`src/rtl/lsc_pkg.sv`:
```
// ----------------------------------------------------------------------------
// Line segment clipper package
// Shared widths, outcode bits, window type and the front/back transfer type.
// ----------------------------------------------------------------------------
`default_nettype none

package lsc_pkg;

    localparam int CW        = 16;            // coordinate width
    localparam int MAX_CLIPS = 4;
    localparam int CLIP_CW   = 3;             // holds 0..MAX_CLIPS
    localparam int DW        = CW + 1;        // difference width
    localparam int PW        = 2 * DW;        // product magnitude width
    localparam int QCAP_W    = CW + 2;        // quotient width, cap 2^(CW+1)
    localparam int QDEPTH    = 2;
    localparam int QPTR_W    = 1;

    localparam logic [3:0] OC_LEFT   = 4'd1;
    localparam logic [3:0] OC_RIGHT  = 4'd2;
    localparam logic [3:0] OC_BOTTOM = 4'd4;
    localparam logic [3:0] OC_TOP    = 4'd8;

    localparam logic [CW-1:0] RST_XMIN = 16'sd800;
    localparam logic [CW-1:0] RST_YMIN = 16'sd160;
    localparam logic [CW-1:0] RST_XMAX = 16'sd1280;
    localparam logic [CW-1:0] RST_YMAX = 16'sd640;

    localparam logic [1:0] REG_XMIN = 2'd0;
    localparam logic [1:0] REG_YMIN = 2'd1;
    localparam logic [1:0] REG_XMAX = 2'd2;
    localparam logic [1:0] REG_YMAX = 2'd3;

    typedef struct packed {
        logic signed [CW-1:0] xmin;
        logic signed [CW-1:0] ymin;
        logic signed [CW-1:0] xmax;
        logic signed [CW-1:0] ymax;
    } window_t;

    // classified segment handed from front to back
    typedef struct packed {
        logic signed [CW-1:0] x0;
        logic signed [CW-1:0] y0;
        logic signed [CW-1:0] x1;
        logic signed [CW-1:0] y1;
        logic [3:0]           c0;
        logic [3:0]           c1;
    } seg_t;

    typedef enum logic [2:0] {
        ST_IDLE,
        ST_TEST,
        ST_MUL,
        ST_DIV,
        ST_UPD,
        ST_DONE
    } back_state_t;

    function automatic logic [3:0] outcode(input logic signed [CW-1:0] x,
                                           input logic signed [CW-1:0] y,
                                           input window_t w);
        logic [3:0] c;
        c = 4'd0;
        if (x < w.xmin)
        begin
            c = c | OC_LEFT;
        end
        else if (x > w.xmax)
        begin
            c = c | OC_RIGHT;
        end
        if (y < w.ymin)
        begin
            c = c | OC_BOTTOM;
        end
        else if (y > w.ymax)
        begin
            c = c | OC_TOP;
        end
        return c;
    endfunction

endpackage

`default_nettype wire

```
`src/rtl/line_segment_clipper_top.sv`:
```
// ----------------------------------------------------------------------------
// Line segment clipper
// Cohen-Sutherland clipping of one segment against a configured window.
//
//   channel  dir  contents
//   s_axis   in   tdata = start_x, start_y, end_x, end_y
//   m_axis   out  tdata = clip_x0, clip_y0, clip_x1, clip_y1; tuser = accepted
//   apb      in   window_x_min/y_min/x_max/y_max at 0x0/0x4/0x8/0xC
//
// A segment passes take, test and done, plus for each edge clip a multiply,
// a divide, an update and a retest; at most 4 clips.
// The front queue holds two classified segments while the back works.
// Reset loads the default window; no clearing pass.
// A stalled result holds the back end; the front keeps accepting until full.
// ----------------------------------------------------------------------------
`default_nettype none

module line_segment_clipper_top (
    input  wire logic        clk,
    input  wire logic        rst_n,
    input  wire logic        s_axis_tvalid,
    output logic             s_axis_tready,
    input  wire logic [63:0] s_axis_tdata,   // start_x, start_y, end_x, end_y
    output logic             m_axis_tvalid,
    input  wire logic        m_axis_tready,
    output logic [63:0]      m_axis_tdata,   // clip_x0, clip_y0, clip_x1, clip_y1
    output logic             m_axis_tuser,   // accepted
    input  wire logic        psel,
    input  wire logic        penable,
    input  wire logic        pwrite,
    input  wire logic [3:0]  paddr,
    input  wire logic [31:0] pwdata,
    output logic [31:0]      prdata,
    output logic             pready
);

    lsc_pkg::window_t win_reg;
    logic             q_valid, q_ready;
    lsc_pkg::seg_t    q_seg;
    logic [1:0]       ridx;

    assign pready = 1'b1;
    assign ridx   = paddr[3:2];

    always_ff @(posedge clk or negedge rst_n)
    begin
        if (!rst_n)
        begin
            win_reg.xmin <= lsc_pkg::RST_XMIN;
            win_reg.ymin <= lsc_pkg::RST_YMIN;
            win_reg.xmax <= lsc_pkg::RST_XMAX;
            win_reg.ymax <= lsc_pkg::RST_YMAX;
        end
        else if (psel && penable && pwrite)
        begin
            unique case (ridx)
                lsc_pkg::REG_XMIN: win_reg.xmin <= pwdata[15:0];
                lsc_pkg::REG_YMIN: win_reg.ymin <= pwdata[15:0];
                lsc_pkg::REG_XMAX: win_reg.xmax <= pwdata[15:0];
                lsc_pkg::REG_YMAX: win_reg.ymax <= pwdata[15:0];
                default: ;
            endcase
        end
    end

    always_comb
    begin
        unique case (ridx)
            lsc_pkg::REG_XMIN: prdata = 32'(win_reg.xmin);
            lsc_pkg::REG_YMIN: prdata = 32'(win_reg.ymin);
            lsc_pkg::REG_XMAX: prdata = 32'(win_reg.xmax);
            lsc_pkg::REG_YMAX: prdata = 32'(win_reg.ymax);
            default:           prdata = '0;
        endcase
    end

    lsc_front u_front (
        .clk      (clk),
        .rst_n    (rst_n),
        .win      (win_reg),
        .in_valid (s_axis_tvalid),
        .in_ready (s_axis_tready),
        .in_data  (s_axis_tdata),
        .q_valid  (q_valid),
        .q_ready  (q_ready),
        .q_seg    (q_seg)
    );

    lsc_back u_back (
        .clk       (clk),
        .rst_n     (rst_n),
        .win       (win_reg),
        .q_valid   (q_valid),
        .q_ready   (q_ready),
        .q_seg     (q_seg),
        .out_valid (m_axis_tvalid),
        .out_ready (m_axis_tready),
        .out_data  (m_axis_tdata),
        .out_acc   (m_axis_tuser)
    );

endmodule

`default_nettype wire

```
`src/rtl/lsc_front.sv`:
```
// ----------------------------------------------------------------------------
// Line segment clipper front end
// Accepts segments, computes both outcodes and pushes them into a 2-deep queue.
// ----------------------------------------------------------------------------
`default_nettype none

module lsc_front (
    input  wire logic                 clk,
    input  wire logic                 rst_n,
    input  wire lsc_pkg::window_t     win,
    input  wire logic                 in_valid,
    output logic                      in_ready,
    input  wire logic [4*lsc_pkg::CW-1:0] in_data,
    output logic                      q_valid,
    input  wire logic                 q_ready,
    output lsc_pkg::seg_t             q_seg
);

    lsc_pkg::seg_t            mem_reg [lsc_pkg::QDEPTH];
    logic [lsc_pkg::QPTR_W-1:0] wr_reg, wr_next, rd_reg, rd_next;
    logic [lsc_pkg::QPTR_W:0]   cnt_reg, cnt_next;
    lsc_pkg::seg_t            seg_in;
    logic                     push, pop;

    always_comb
    begin
        seg_in.x0 = in_data[lsc_pkg::CW-1:0];
        seg_in.y0 = in_data[2*lsc_pkg::CW-1:lsc_pkg::CW];
        seg_in.x1 = in_data[3*lsc_pkg::CW-1:2*lsc_pkg::CW];
        seg_in.y1 = in_data[4*lsc_pkg::CW-1:3*lsc_pkg::CW];
        seg_in.c0 = lsc_pkg::outcode(seg_in.x0, seg_in.y0, win);
        seg_in.c1 = lsc_pkg::outcode(seg_in.x1, seg_in.y1, win);
    end

    assign in_ready = (cnt_reg != (lsc_pkg::QPTR_W+1)'(lsc_pkg::QDEPTH));
    assign q_valid  = (cnt_reg != '0);
    assign q_seg    = mem_reg[rd_reg];
    assign push     = in_valid && in_ready;
    assign pop      = q_valid && q_ready;

    always_comb
    begin
        wr_next  = push ? wr_reg + 1'b1 : wr_reg;
        rd_next  = pop ? rd_reg + 1'b1 : rd_reg;
        cnt_next = cnt_reg + (lsc_pkg::QPTR_W+1)'(push) - (lsc_pkg::QPTR_W+1)'(pop);
    end

    always_ff @(posedge clk)
    begin
        if (push)
        begin
            mem_reg[wr_reg] <= seg_in;
        end
    end

    always_ff @(posedge clk or negedge rst_n)
    begin
        if (!rst_n)
        begin
            wr_reg  <= '0;
            rd_reg  <= '0;
            cnt_reg <= '0;
        end
        else
        begin
            wr_reg  <= wr_next;
            rd_reg  <= rd_next;
            cnt_reg <= cnt_next;
        end
    end

endmodule

`default_nettype wire

```
`src/rtl/lsc_div.sv`:
```
// ----------------------------------------------------------------------------
// Line segment clipper divider
// Restoring divide of a product magnitude, one quotient bit per cycle,
// quotient saturated at 2^(CW+1) as it forms.
// ----------------------------------------------------------------------------
`default_nettype none

module lsc_div (
    input  wire logic                      clk,
    input  wire logic                      rst_n,
    input  wire logic                      start,
    input  wire logic [lsc_pkg::PW-1:0]    dividend,
    input  wire logic [lsc_pkg::DW-1:0]    divisor,
    output logic                           done,
    output logic [lsc_pkg::QCAP_W-1:0]     quot
);

    localparam int CNT_W = $clog2(lsc_pkg::PW + 1);
    localparam logic [lsc_pkg::QCAP_W-1:0] QCAP = {1'b1, {(lsc_pkg::QCAP_W-1){1'b0}}};

    logic [lsc_pkg::PW-1:0]     num_reg;
    logic [lsc_pkg::DW:0]       rem_reg;
    logic [lsc_pkg::DW-1:0]     den_reg;
    logic [lsc_pkg::QCAP_W-1:0] q_reg;
    logic [CNT_W-1:0]           cnt_reg;
    logic                       busy_reg;
    logic [lsc_pkg::DW:0]       rem_sh;
    logic                       ge;
    logic [lsc_pkg::QCAP_W:0]   q_sh;

    always_comb
    begin
        rem_sh = {rem_reg[lsc_pkg::DW-1:0], num_reg[lsc_pkg::PW-1]};
        ge     = (rem_sh >= {1'b0, den_reg});
        q_sh   = {q_reg, ge};
        // once above the cap, the quotient only grows, so clamp each step
        if (q_sh > {1'b0, QCAP})
        begin
            q_sh = {1'b0, QCAP};
        end
    end

    assign done = busy_reg && (cnt_reg == '0);
    assign quot = q_reg;

    always_ff @(posedge clk)
    begin
        if (start)
        begin
            num_reg <= dividend;
            den_reg <= divisor;
            rem_reg <= '0;
            q_reg   <= '0;
        end
        else if (busy_reg && cnt_reg != '0)
        begin
            num_reg <= {num_reg[lsc_pkg::PW-2:0], 1'b0};
            rem_reg <= ge ? rem_sh - {1'b0, den_reg} : rem_sh;
            q_reg   <= q_sh[lsc_pkg::QCAP_W-1:0];
        end
    end

    always_ff @(posedge clk or negedge rst_n)
    begin
        if (!rst_n)
        begin
            busy_reg <= 1'b0;
            cnt_reg  <= '0;
        end
        else if (start)
        begin
            busy_reg <= 1'b1;
            cnt_reg  <= CNT_W'(lsc_pkg::PW);
        end
        else if (done)
        begin
            busy_reg <= 1'b0;
        end
        else if (busy_reg)
        begin
            cnt_reg <= cnt_reg - 1'b1;
        end
    end

endmodule

`default_nettype wire

```
`src/rtl/lsc_back.sv`:
```
// ----------------------------------------------------------------------------
// Line segment clipper back end
// Runs the outcode test/clip loop on one segment and holds the result.
// ----------------------------------------------------------------------------
`default_nettype none

module lsc_back (
    input  wire logic                  clk,
    input  wire logic                  rst_n,
    input  wire lsc_pkg::window_t      win,
    input  wire logic                  q_valid,
    output logic                       q_ready,
    input  wire lsc_pkg::seg_t         q_seg,
    output logic                       out_valid,
    input  wire logic                  out_ready,
    output logic [4*lsc_pkg::CW-1:0]   out_data,
    output logic                       out_acc
);

    localparam int CW = lsc_pkg::CW;
    localparam int DW = lsc_pkg::DW;
    localparam logic signed [DW+1:0] SMAX = (DW+2)'((1 << (CW-1)) - 1);
    localparam logic signed [DW+1:0] SMIN = -(DW+2)'(1 << (CW-1));

    lsc_pkg::back_state_t st_reg, st_next;
    lsc_pkg::seg_t        seg_reg, seg_next;
    logic [lsc_pkg::CLIP_CW-1:0] n_reg, n_next;
    logic                 acc_reg, acc_next;
    logic                 vld_reg, vld_next;
    logic [4*CW-1:0]      res_reg, res_next;

    // clip operands
    logic signed [DW-1:0] a_reg, b_reg, c_reg;
    logic signed [CW-1:0] base_reg, fix_reg;
    logic                 vert_reg, first_reg, neg_reg;
    logic [lsc_pkg::PW-1:0] prod_reg;
    logic                 ld_op, ld_prod, start_reg, div_done;
    logic [lsc_pkg::QCAP_W-1:0] quot;

    logic [3:0]           co;
    logic                 is_vert, use_first, degen;
    logic signed [CW-1:0] fixv, basev;
    logic signed [DW-1:0] av, bv, cv;
    logic [DW-1:0]        ma, mb;
    logic signed [DW+1:0] sum;
    logic signed [CW-1:0] newc;
    logic signed [CW-1:0] nx, ny;

    lsc_div u_div (
        .clk      (clk),
        .rst_n    (rst_n),
        .start    (start_reg),
        .dividend (prod_reg),
        .divisor  (c_reg[DW-1] ? DW'(-c_reg) : DW'(c_reg)),
        .done     (div_done),
        .quot     (quot)
    );

    // choose edge for current outside endpoint
    always_comb
    begin
        use_first = (seg_reg.c0 != 4'd0);
        co        = use_first ? seg_reg.c0 : seg_reg.c1;
        is_vert   = (co & (lsc_pkg::OC_TOP | lsc_pkg::OC_BOTTOM)) != 4'd0;
        if (is_vert)
        begin
            fixv  = ((co & lsc_pkg::OC_TOP) != 4'd0) ? win.ymax : win.ymin;
            basev = seg_reg.x0;
            av    = DW'(seg_reg.x1) - DW'(seg_reg.x0);
            bv    = DW'(fixv) - DW'(seg_reg.y0);
            cv    = DW'(seg_reg.y1) - DW'(seg_reg.y0);
            degen = (seg_reg.y1 == seg_reg.y0);
        end
        else
        begin
            fixv  = ((co & lsc_pkg::OC_RIGHT) != 4'd0) ? win.xmax : win.xmin;
            basev = seg_reg.y0;
            av    = DW'(seg_reg.y1) - DW'(seg_reg.y0);
            bv    = DW'(fixv) - DW'(seg_reg.x0);
            cv    = DW'(seg_reg.x1) - DW'(seg_reg.x0);
            degen = (seg_reg.x1 == seg_reg.x0);
        end
    end

    always_comb
    begin
        ma = a_reg[DW-1] ? DW'(-a_reg) : DW'(a_reg);
        mb = b_reg[DW-1] ? DW'(-b_reg) : DW'(b_reg);
        if (neg_reg)
        begin
            sum = (DW+2)'(base_reg) - (DW+2)'(signed'({1'b0, quot}));
        end
        else
        begin
            sum = (DW+2)'(base_reg) + (DW+2)'(signed'({1'b0, quot}));
        end
        if (sum > SMAX)
        begin
            newc = CW'(SMAX);
        end
        else if (sum < SMIN)
        begin
            newc = CW'(SMIN);
        end
        else
        begin
            newc = CW'(sum);
        end
        nx = vert_reg ? newc : fix_reg;
        ny = vert_reg ? fix_reg : newc;
    end

    always_ff @(posedge clk)
    begin
        if (ld_op)
        begin
            a_reg     <= av;
            b_reg     <= bv;
            c_reg     <= cv;
            base_reg  <= basev;
            fix_reg   <= fixv;
            vert_reg  <= is_vert;
            first_reg <= use_first;
            neg_reg   <= (av[DW-1] != bv[DW-1]) != cv[DW-1];
        end
        if (ld_prod)
        begin
            prod_reg <= lsc_pkg::PW'(ma) * lsc_pkg::PW'(mb);
        end
    end

    // next state
    always_comb
    begin
        st_next = st_reg;
        unique case (st_reg)
            lsc_pkg::ST_IDLE:
            begin
                if (q_valid && !vld_reg)
                begin
                    st_next = lsc_pkg::ST_TEST;
                end
            end
            lsc_pkg::ST_TEST:
            begin
                if ((seg_reg.c0 | seg_reg.c1) == 4'd0 || (seg_reg.c0 & seg_reg.c1) != 4'd0
                    || n_reg == lsc_pkg::CLIP_CW'(lsc_pkg::MAX_CLIPS) || degen)
                begin
                    st_next = lsc_pkg::ST_DONE;
                end
                else
                begin
                    st_next = lsc_pkg::ST_MUL;
                end
            end
            lsc_pkg::ST_MUL:  st_next = lsc_pkg::ST_DIV;
            lsc_pkg::ST_DIV:  st_next = div_done ? lsc_pkg::ST_UPD : lsc_pkg::ST_DIV;
            lsc_pkg::ST_UPD:  st_next = lsc_pkg::ST_TEST;
            lsc_pkg::ST_DONE: st_next = lsc_pkg::ST_IDLE;
            default:          st_next = lsc_pkg::ST_IDLE;
        endcase
    end

    // outputs and datapath control
    always_comb
    begin
        q_ready   = 1'b0;
        ld_op     = 1'b0;
        ld_prod   = 1'b0;
        seg_next  = seg_reg;
        n_next    = n_reg;
        acc_next  = acc_reg;
        res_next  = res_reg;
        vld_next  = vld_reg && !out_ready;
        unique case (st_reg)
            lsc_pkg::ST_IDLE:
            begin
                if (q_valid && !vld_reg)
                begin
                    q_ready  = 1'b1;
                    seg_next = q_seg;
                    n_next   = '0;
                end
            end
            lsc_pkg::ST_TEST: ld_op = 1'b1;
            lsc_pkg::ST_MUL:
            begin
                ld_prod = 1'b1;
            end
            lsc_pkg::ST_DIV: ;
            lsc_pkg::ST_UPD:
            begin
                n_next = n_reg + 1'b1;
                if (first_reg)
                begin
                    seg_next.x0 = nx;
                    seg_next.y0 = ny;
                    seg_next.c0 = lsc_pkg::outcode(nx, ny, win);
                end
                else
                begin
                    seg_next.x1 = nx;
                    seg_next.y1 = ny;
                    seg_next.c1 = lsc_pkg::outcode(nx, ny, win);
                end
            end
            lsc_pkg::ST_DONE:
            begin
                vld_next = 1'b1;
                acc_next = (seg_reg.c0 | seg_reg.c1) == 4'd0;
                res_next = acc_next ? {seg_reg.y1, seg_reg.x1, seg_reg.y0, seg_reg.x0} : '0;
            end
            default: ;
        endcase
    end

    // start_reg is registered from ST_MUL, so it rises with the new product; done
    // never overlaps start because start loads the step count with PW
    always_ff @(posedge clk or negedge rst_n)
    begin
        if (!rst_n)
        begin
            start_reg <= 1'b0;
        end
        else
        begin
            start_reg <= (st_reg == lsc_pkg::ST_MUL);
        end
    end

    always_ff @(posedge clk)
    begin
        seg_reg <= seg_next;
        n_reg   <= n_next;
        acc_reg <= acc_next;
        res_reg <= res_next;
    end

    always_ff @(posedge clk or negedge rst_n)
    begin
        if (!rst_n)
        begin
            st_reg  <= lsc_pkg::ST_IDLE;
            vld_reg <= 1'b0;
        end
        else
        begin
            st_reg  <= st_next;
            vld_reg <= vld_next;
        end
    end

    assign out_valid = vld_reg;
    assign out_data  = res_reg;
    assign out_acc   = acc_reg;

endmodule

`default_nettype wire

```
`config.mk`:
```
export PLATFORM = sky130hd
export DESIGN_NAME = line_segment_clipper_top
export DESIGN_NICKNAME = d
export VERILOG_FILES = /design/src/rtl/lsc_pkg.sv /design/src/rtl/line_segment_clipper_top.sv /design/src/rtl/lsc_front.sv /design/src/rtl/lsc_div.sv /design/src/rtl/lsc_back.sv
export SDC_FILE = /design/constraint.sdc
export NUM_CORES = 2
export LEC_CHECK = 0
export BUFFER_PORTS_ARGS = -buffer_cell sky130_fd_sc_hd__buf_2
export CAP_MARGIN = 20
export CORE_ASPECT_RATIO = 1.5
export CORE_MARGIN = 3
export CORE_UTILIZATION = 50
export DETAILED_ROUTE_END_ITERATION = 7
export PLACE_DENSITY_LB_ADDON = 0.05
export REMOVE_ABC_BUFFERS = 1
export SLEW_MARGIN = 20
export SYNTH_ARGS = -nofsm -noshare
export SYNTH_HDL_FRONTEND = slang
export SYNTH_SLANG_ARGS = --single-unit
```
`constraint.sdc`:
```
create_clock -name clk -period 13.8 [get_ports clk]
set_input_delay 1.38 -clock clk [delete_from_list [all_inputs] [get_ports clk]]
set_output_delay 1.38 -clock clk [all_outputs]
set_load 0.02 [all_outputs]
```
# == Word level (Yosys, flattened, before mapping) ==
# Memories as Yosys holds them, arrays and structs flattened.
# Cells that the tools add are included.
# word_totals
regBits,426
mem_bits_rw,144
in_bits,107
output_inout_bits,100
elab_cells,181
mem_count,1
# op_classes
n_addsub,16
multipliers,1
magnitude_cmp,16
n_eq_ne,18
muxes,58
n_bitwise,2
reduce_logical,34
# mem_list
name,depth,word_bits,rd,rd_clocked_by_memory_dff,write_ports,line_no,rtl
u_front.mem_reg,2,72,1,0,1,lsc_front.sv:19,lsc_pkg::seg_t mem_reg [lsc_pkg::QDEPTH];
# op_table
operator,n
$mux 16,9
$pmux 72 s2,1
$pmux 32 s4,1
$mux 17,6
$gt 16x16->1,6
$lt 16x16->1,6
$mux 72,1
$mux 34,2
$sub 16x16->17,4
$mux 32,2
$neg 17->17,3
$mux 4,11
$mul 17x17->34,1
$eq 16x16->1,2
$add 16x19->19,1
$gt 19x16->1 const B,1
$gt 19x18->1 const B,1
$lt 19x16->1 const B,1
$mux 19,1
$sub 16x19->19,1
$ge 18x17->1,1
$mux 18,1
$mux 6,3
$sub 17x17->17,1
32 further kinds,78

# == Longest topological paths before layout ==
# depth
word_depth,13
ltp_mapped,31
depth_no_buf,29

# == Cells and area by module ==
# From an unflattened synthesis, not the netlist that was laid out.
# hier_totals
cells_unflattened,4151
area_unflattened_um2,43145.1
# modules_own_cells
mod,instances,cells_each,area_per_inst_um2,seq_area_each_um2
lsc_back,1,2956,27262.4,7932.6
lsc_front,1,634,8358.0,4424.2
lsc_div,1,382,4511.8,2407.3
line_segment_clipper_top,1,179,3012.9,1612.8

# == Worst setup path after synthesis ==
# Ideal clock, no wire load.
# synth_path
path_kind,register to register
from,reg u_back.a_reg[6]
to,reg u_back.prod_reg[32] in the netlist's numbering (data pin)
setup_time_ps,258
arrival_time_ps,7556
required_time_ps,13542
slack_ps,5986
stages_incl_launch_ff,29
n_path_buf,1
synth_period_minus_slack_ps,7814
cell_sequence,edfxtp_1 > or4_1 > or4_1 > or2_2 > o31ai_1 > xnor2_1 > clkbuf_1 > nand2_1 > fa_1 > inv_1 > fa_1 > inv_1 > fa_1 > inv_1 > fa_1 > inv_1 > fa_1 > inv_1 > fa_1 > ha_1 > nand4_1 > nor2_1 > nand2_1 > a2111oi_0 > o31a_1 > o22ai_1 > o21bai_1 > a21oi_1 > xnor2_1
# synth_via
elab_chain_cells,3
# synth_rtl
item,line_no,rtl
"start, declared",lsc_back.sv:33,"logic signed [DW-1:0] a_reg, b_reg, c_reg;"
"start signal, assigned",lsc_back.sv:117,a_reg <= av;
$neg 17->17,lsc_back.sv:87,ma = a_reg[DW-1] ? DW'(-a_reg) : DW'(a_reg);
$mux 17 *,lsc_back.sv:87,
$mul 17x17->34 *,lsc_back.sv:128,prod_reg <= lsc_pkg::PW'(ma) * lsc_pkg::PW'(mb);
"end signal, assigned",lsc_back.sv:128,
"end, declared",lsc_back.sv:36,logic [lsc_pkg::PW-1:0] prod_reg;
# Mark *: on every way between the ends. The rest lies on a longest branch, timed or not.
# A chain may end at the register's enable or synchronous reset.

# == Final worst setup path ==
# layout_path
from,reg u_back.a_reg[0]
to,reg u_back.prod_reg[32] in the netlist's numbering (data pin)
# The elaborated chain is that of the path after synthesis.

==> flow_summary.toml <==
[timing]
finalCritPeriodShare = 0.6742
rsz0062_at_grt = "false"
tns_ns = 0
maxSlewViolCount = 0
layout_min_cycle_time_ns = 9.304
setup_viol = 0
tightest_slew_ns = 1.121
max_freq_mhz = 107.5
finClkSkew_ns = 0.02693
hold_viol = 0
relSlewSlack = 0.2525

[yosys]
synth_cell_types = 92
synth-edff-count = 455
syn_area_um2 = 42490
ys_ff_latch = 570
ys.flop_type = "edfxtp_1"
synth_top_area_share = 0.3216
synth_top_cell_by_area = "edfxtp_1"
yosysMostFrequentCell = "edfxtp_1"
synth.area.top_cells = "edfxtp_1, ha_1, fa_1, dfrtp_1, inv_1"
syn_inst = 4093
avgSynthCellArea_um2 = 10.38
synthArstFlopShare = 0.1404
synth.yosys.seq_area_share = 0.3855
synthTopCellsByCount = "edfxtp_1, inv_1, nand2_1"
yosys_warnings = 0

[clocking]
cts_resized = 0
clkTransAtPathRegs_ns = 0.07
clk_path_buf_depth = 3
cts_root_buf = "clkbuf_16"
cts.sinks = 570
post_cts_buffers = 0
numCtsBuffers = 58
postCtsHoldBufs = 0
htreeDepth = 2
cts_tree = "done"
worstSkewPairLatency_ns = 0.65

[setup_path]
slowest_stage = "a2111oi_2"
r2r_start = "u_back.a_reg[0]"
cp_common_cell = "fa_1"
cp_slowest_stage_delay_ns = 1.00
cp_top_family = "adder cells"
r2r_slack_ns = 4.50
crit_required_ns = 14.18
crit_buf_inv = 6
reg2reg_to = "u_back.prod_reg[32]"
ff2ff_path_depth = 28
critPathArrivalTime_ns = 9.69
cp-start-kind = "flop"
crit_fanout = 13
cp-end-kind = "flop"
critPathKind = "flop to flop"

[detailed_routing]
wirelength_mm = 126.2
drc = 0
postRouteAntennaNets = 0
wl_met1_mm = 45.68
highest_layer = "met5"
drtPass1Iterations = 5
met3_length_mm = 4.417
via_count = 31189
drtIter0Drc = 1621
via_per_inst = 5.769
wl_per_cell_um = 23.34
met2_length_mm = 66.96

[placement]
numPortBuffers = 187
gp_congestion = 0.9282
dpl.hpwl_mm = 101.4

[hold_path]
holdPathStages = 1
worstHoldStart = "u_front.cnt_reg[1]"
hold_end = "u_front.cnt_reg[1]"
min_path_type = "flop to flop"

[die]
fp-row-count = 130
die_x_um = 244.0
die_y_um = 363.0
die_area_um2 = 88580
design.core.area_um2 = 83930
initial_core_util = 0.5062
io_pins = 207

[global_route]
antenna_found_initial = 4
overflow = 0
grt_pass1_wl_mm = 189.2
track_usage = 0.2833
grt_pass1_vias = 32293
grt_max_degree = 69

[cells_and_area]
fillCellCount = 7606
layout-drive-gt1-share = 0.1193
regArea_um2 = 16380
nets = 4972
largest_reg_flops = 144
multiInputGateArea_um2 = 23960
area_growth_pct = 10.22
finish.utilization = 0.5579

[flow_run]
cap_violations = 0

[run_status]
status = "completed"
[per-layer routing]
layer  vias to the layer above  global-route usage
met5                         -                   0
met4                         4              0.1758
met3                       305             0.02552
met2                       860              0.5376
met1                     15406              0.3010
li1                      14614                   -
[through the flow]
step / cells / setup slack, ns / instance area [um2] / hold WS [ns]
floorplan: 3929 / 5.184 / 41780 / 0.4583
global placement: 5294 / 4.580 / 44730 / 0.4792
detailed placement: 5295 / 4.549 / 44740 / 0.4928
CTS: 5404 / 4.509 / 46820 / 0.5032
global route: 5405 / 4.130 / 46830 / 0.5316
finish: 5406 / 4.496 / 46830 / 0.4996
[layout by cell type (no fill, tap or decap), drive strengths merged, types with 135 or more instances in the layout]
cell,n
edfxtp,455
inv,441
nand2,433
ha,402
nor2,272
buf,244
fa,230
o21ai,185
a21oi,179
xnor2,135
[how the worst max path moves through the flow]
stage | from | end | slack (ns) | depth (start not counted)
2_1_floorplan | u_back.seg_reg[4] | u_back.st_reg[0] | 5.18 | 9
3_3_place_gp | u_back.a_reg[0] | u_back.prod_reg[32] | 4.58 | 28
3_5_place_dp | u_back.a_reg[0] | u_back.prod_reg[32] | 4.55 | 28
4_1_cts | u_back.a_reg[0] | u_back.prod_reg[32] | 4.51 | 28
5_1_grt | u_back.a_reg[0] | u_back.prod_reg[32] | 4.13 | 28
6_report | u_back.a_reg[0] | u_back.prod_reg[32] | 4.50 | 28
[logic make-up after synthesis]
group	after synthesis	share of synthesized area
adders and majority gates	632	0.2268
muxes	150	0.04229
other	1	0.00008826
AOI/OAI and AO/OA	773	0.1186
DFF	570	0.3855
xor gates and xnor gates	190	0.03934
buffers and inverters	596	0.05492
and+or+nand+nor	1181	0.1325
[area by class of cell]
| class | instances | area share |
|---|---|---|
| inverters | 432 | 0.03463 |
| multi-input cells | 2927 | 0.5117 |
| clock inverters | 37 | 0.009752 |
| clock buffers | 72 | 0.03479 |
| flip-flops and latches | 570 | 0.3498 |
| well taps | 1122 | 0.02998 |
| diodes | 2 | 0.0001069 |
| repair buffers | 244 | 0.02918 |
Power is not shown: default switching activity piles up to over one toggle a cycle in this logic, so the estimate is an artifact.
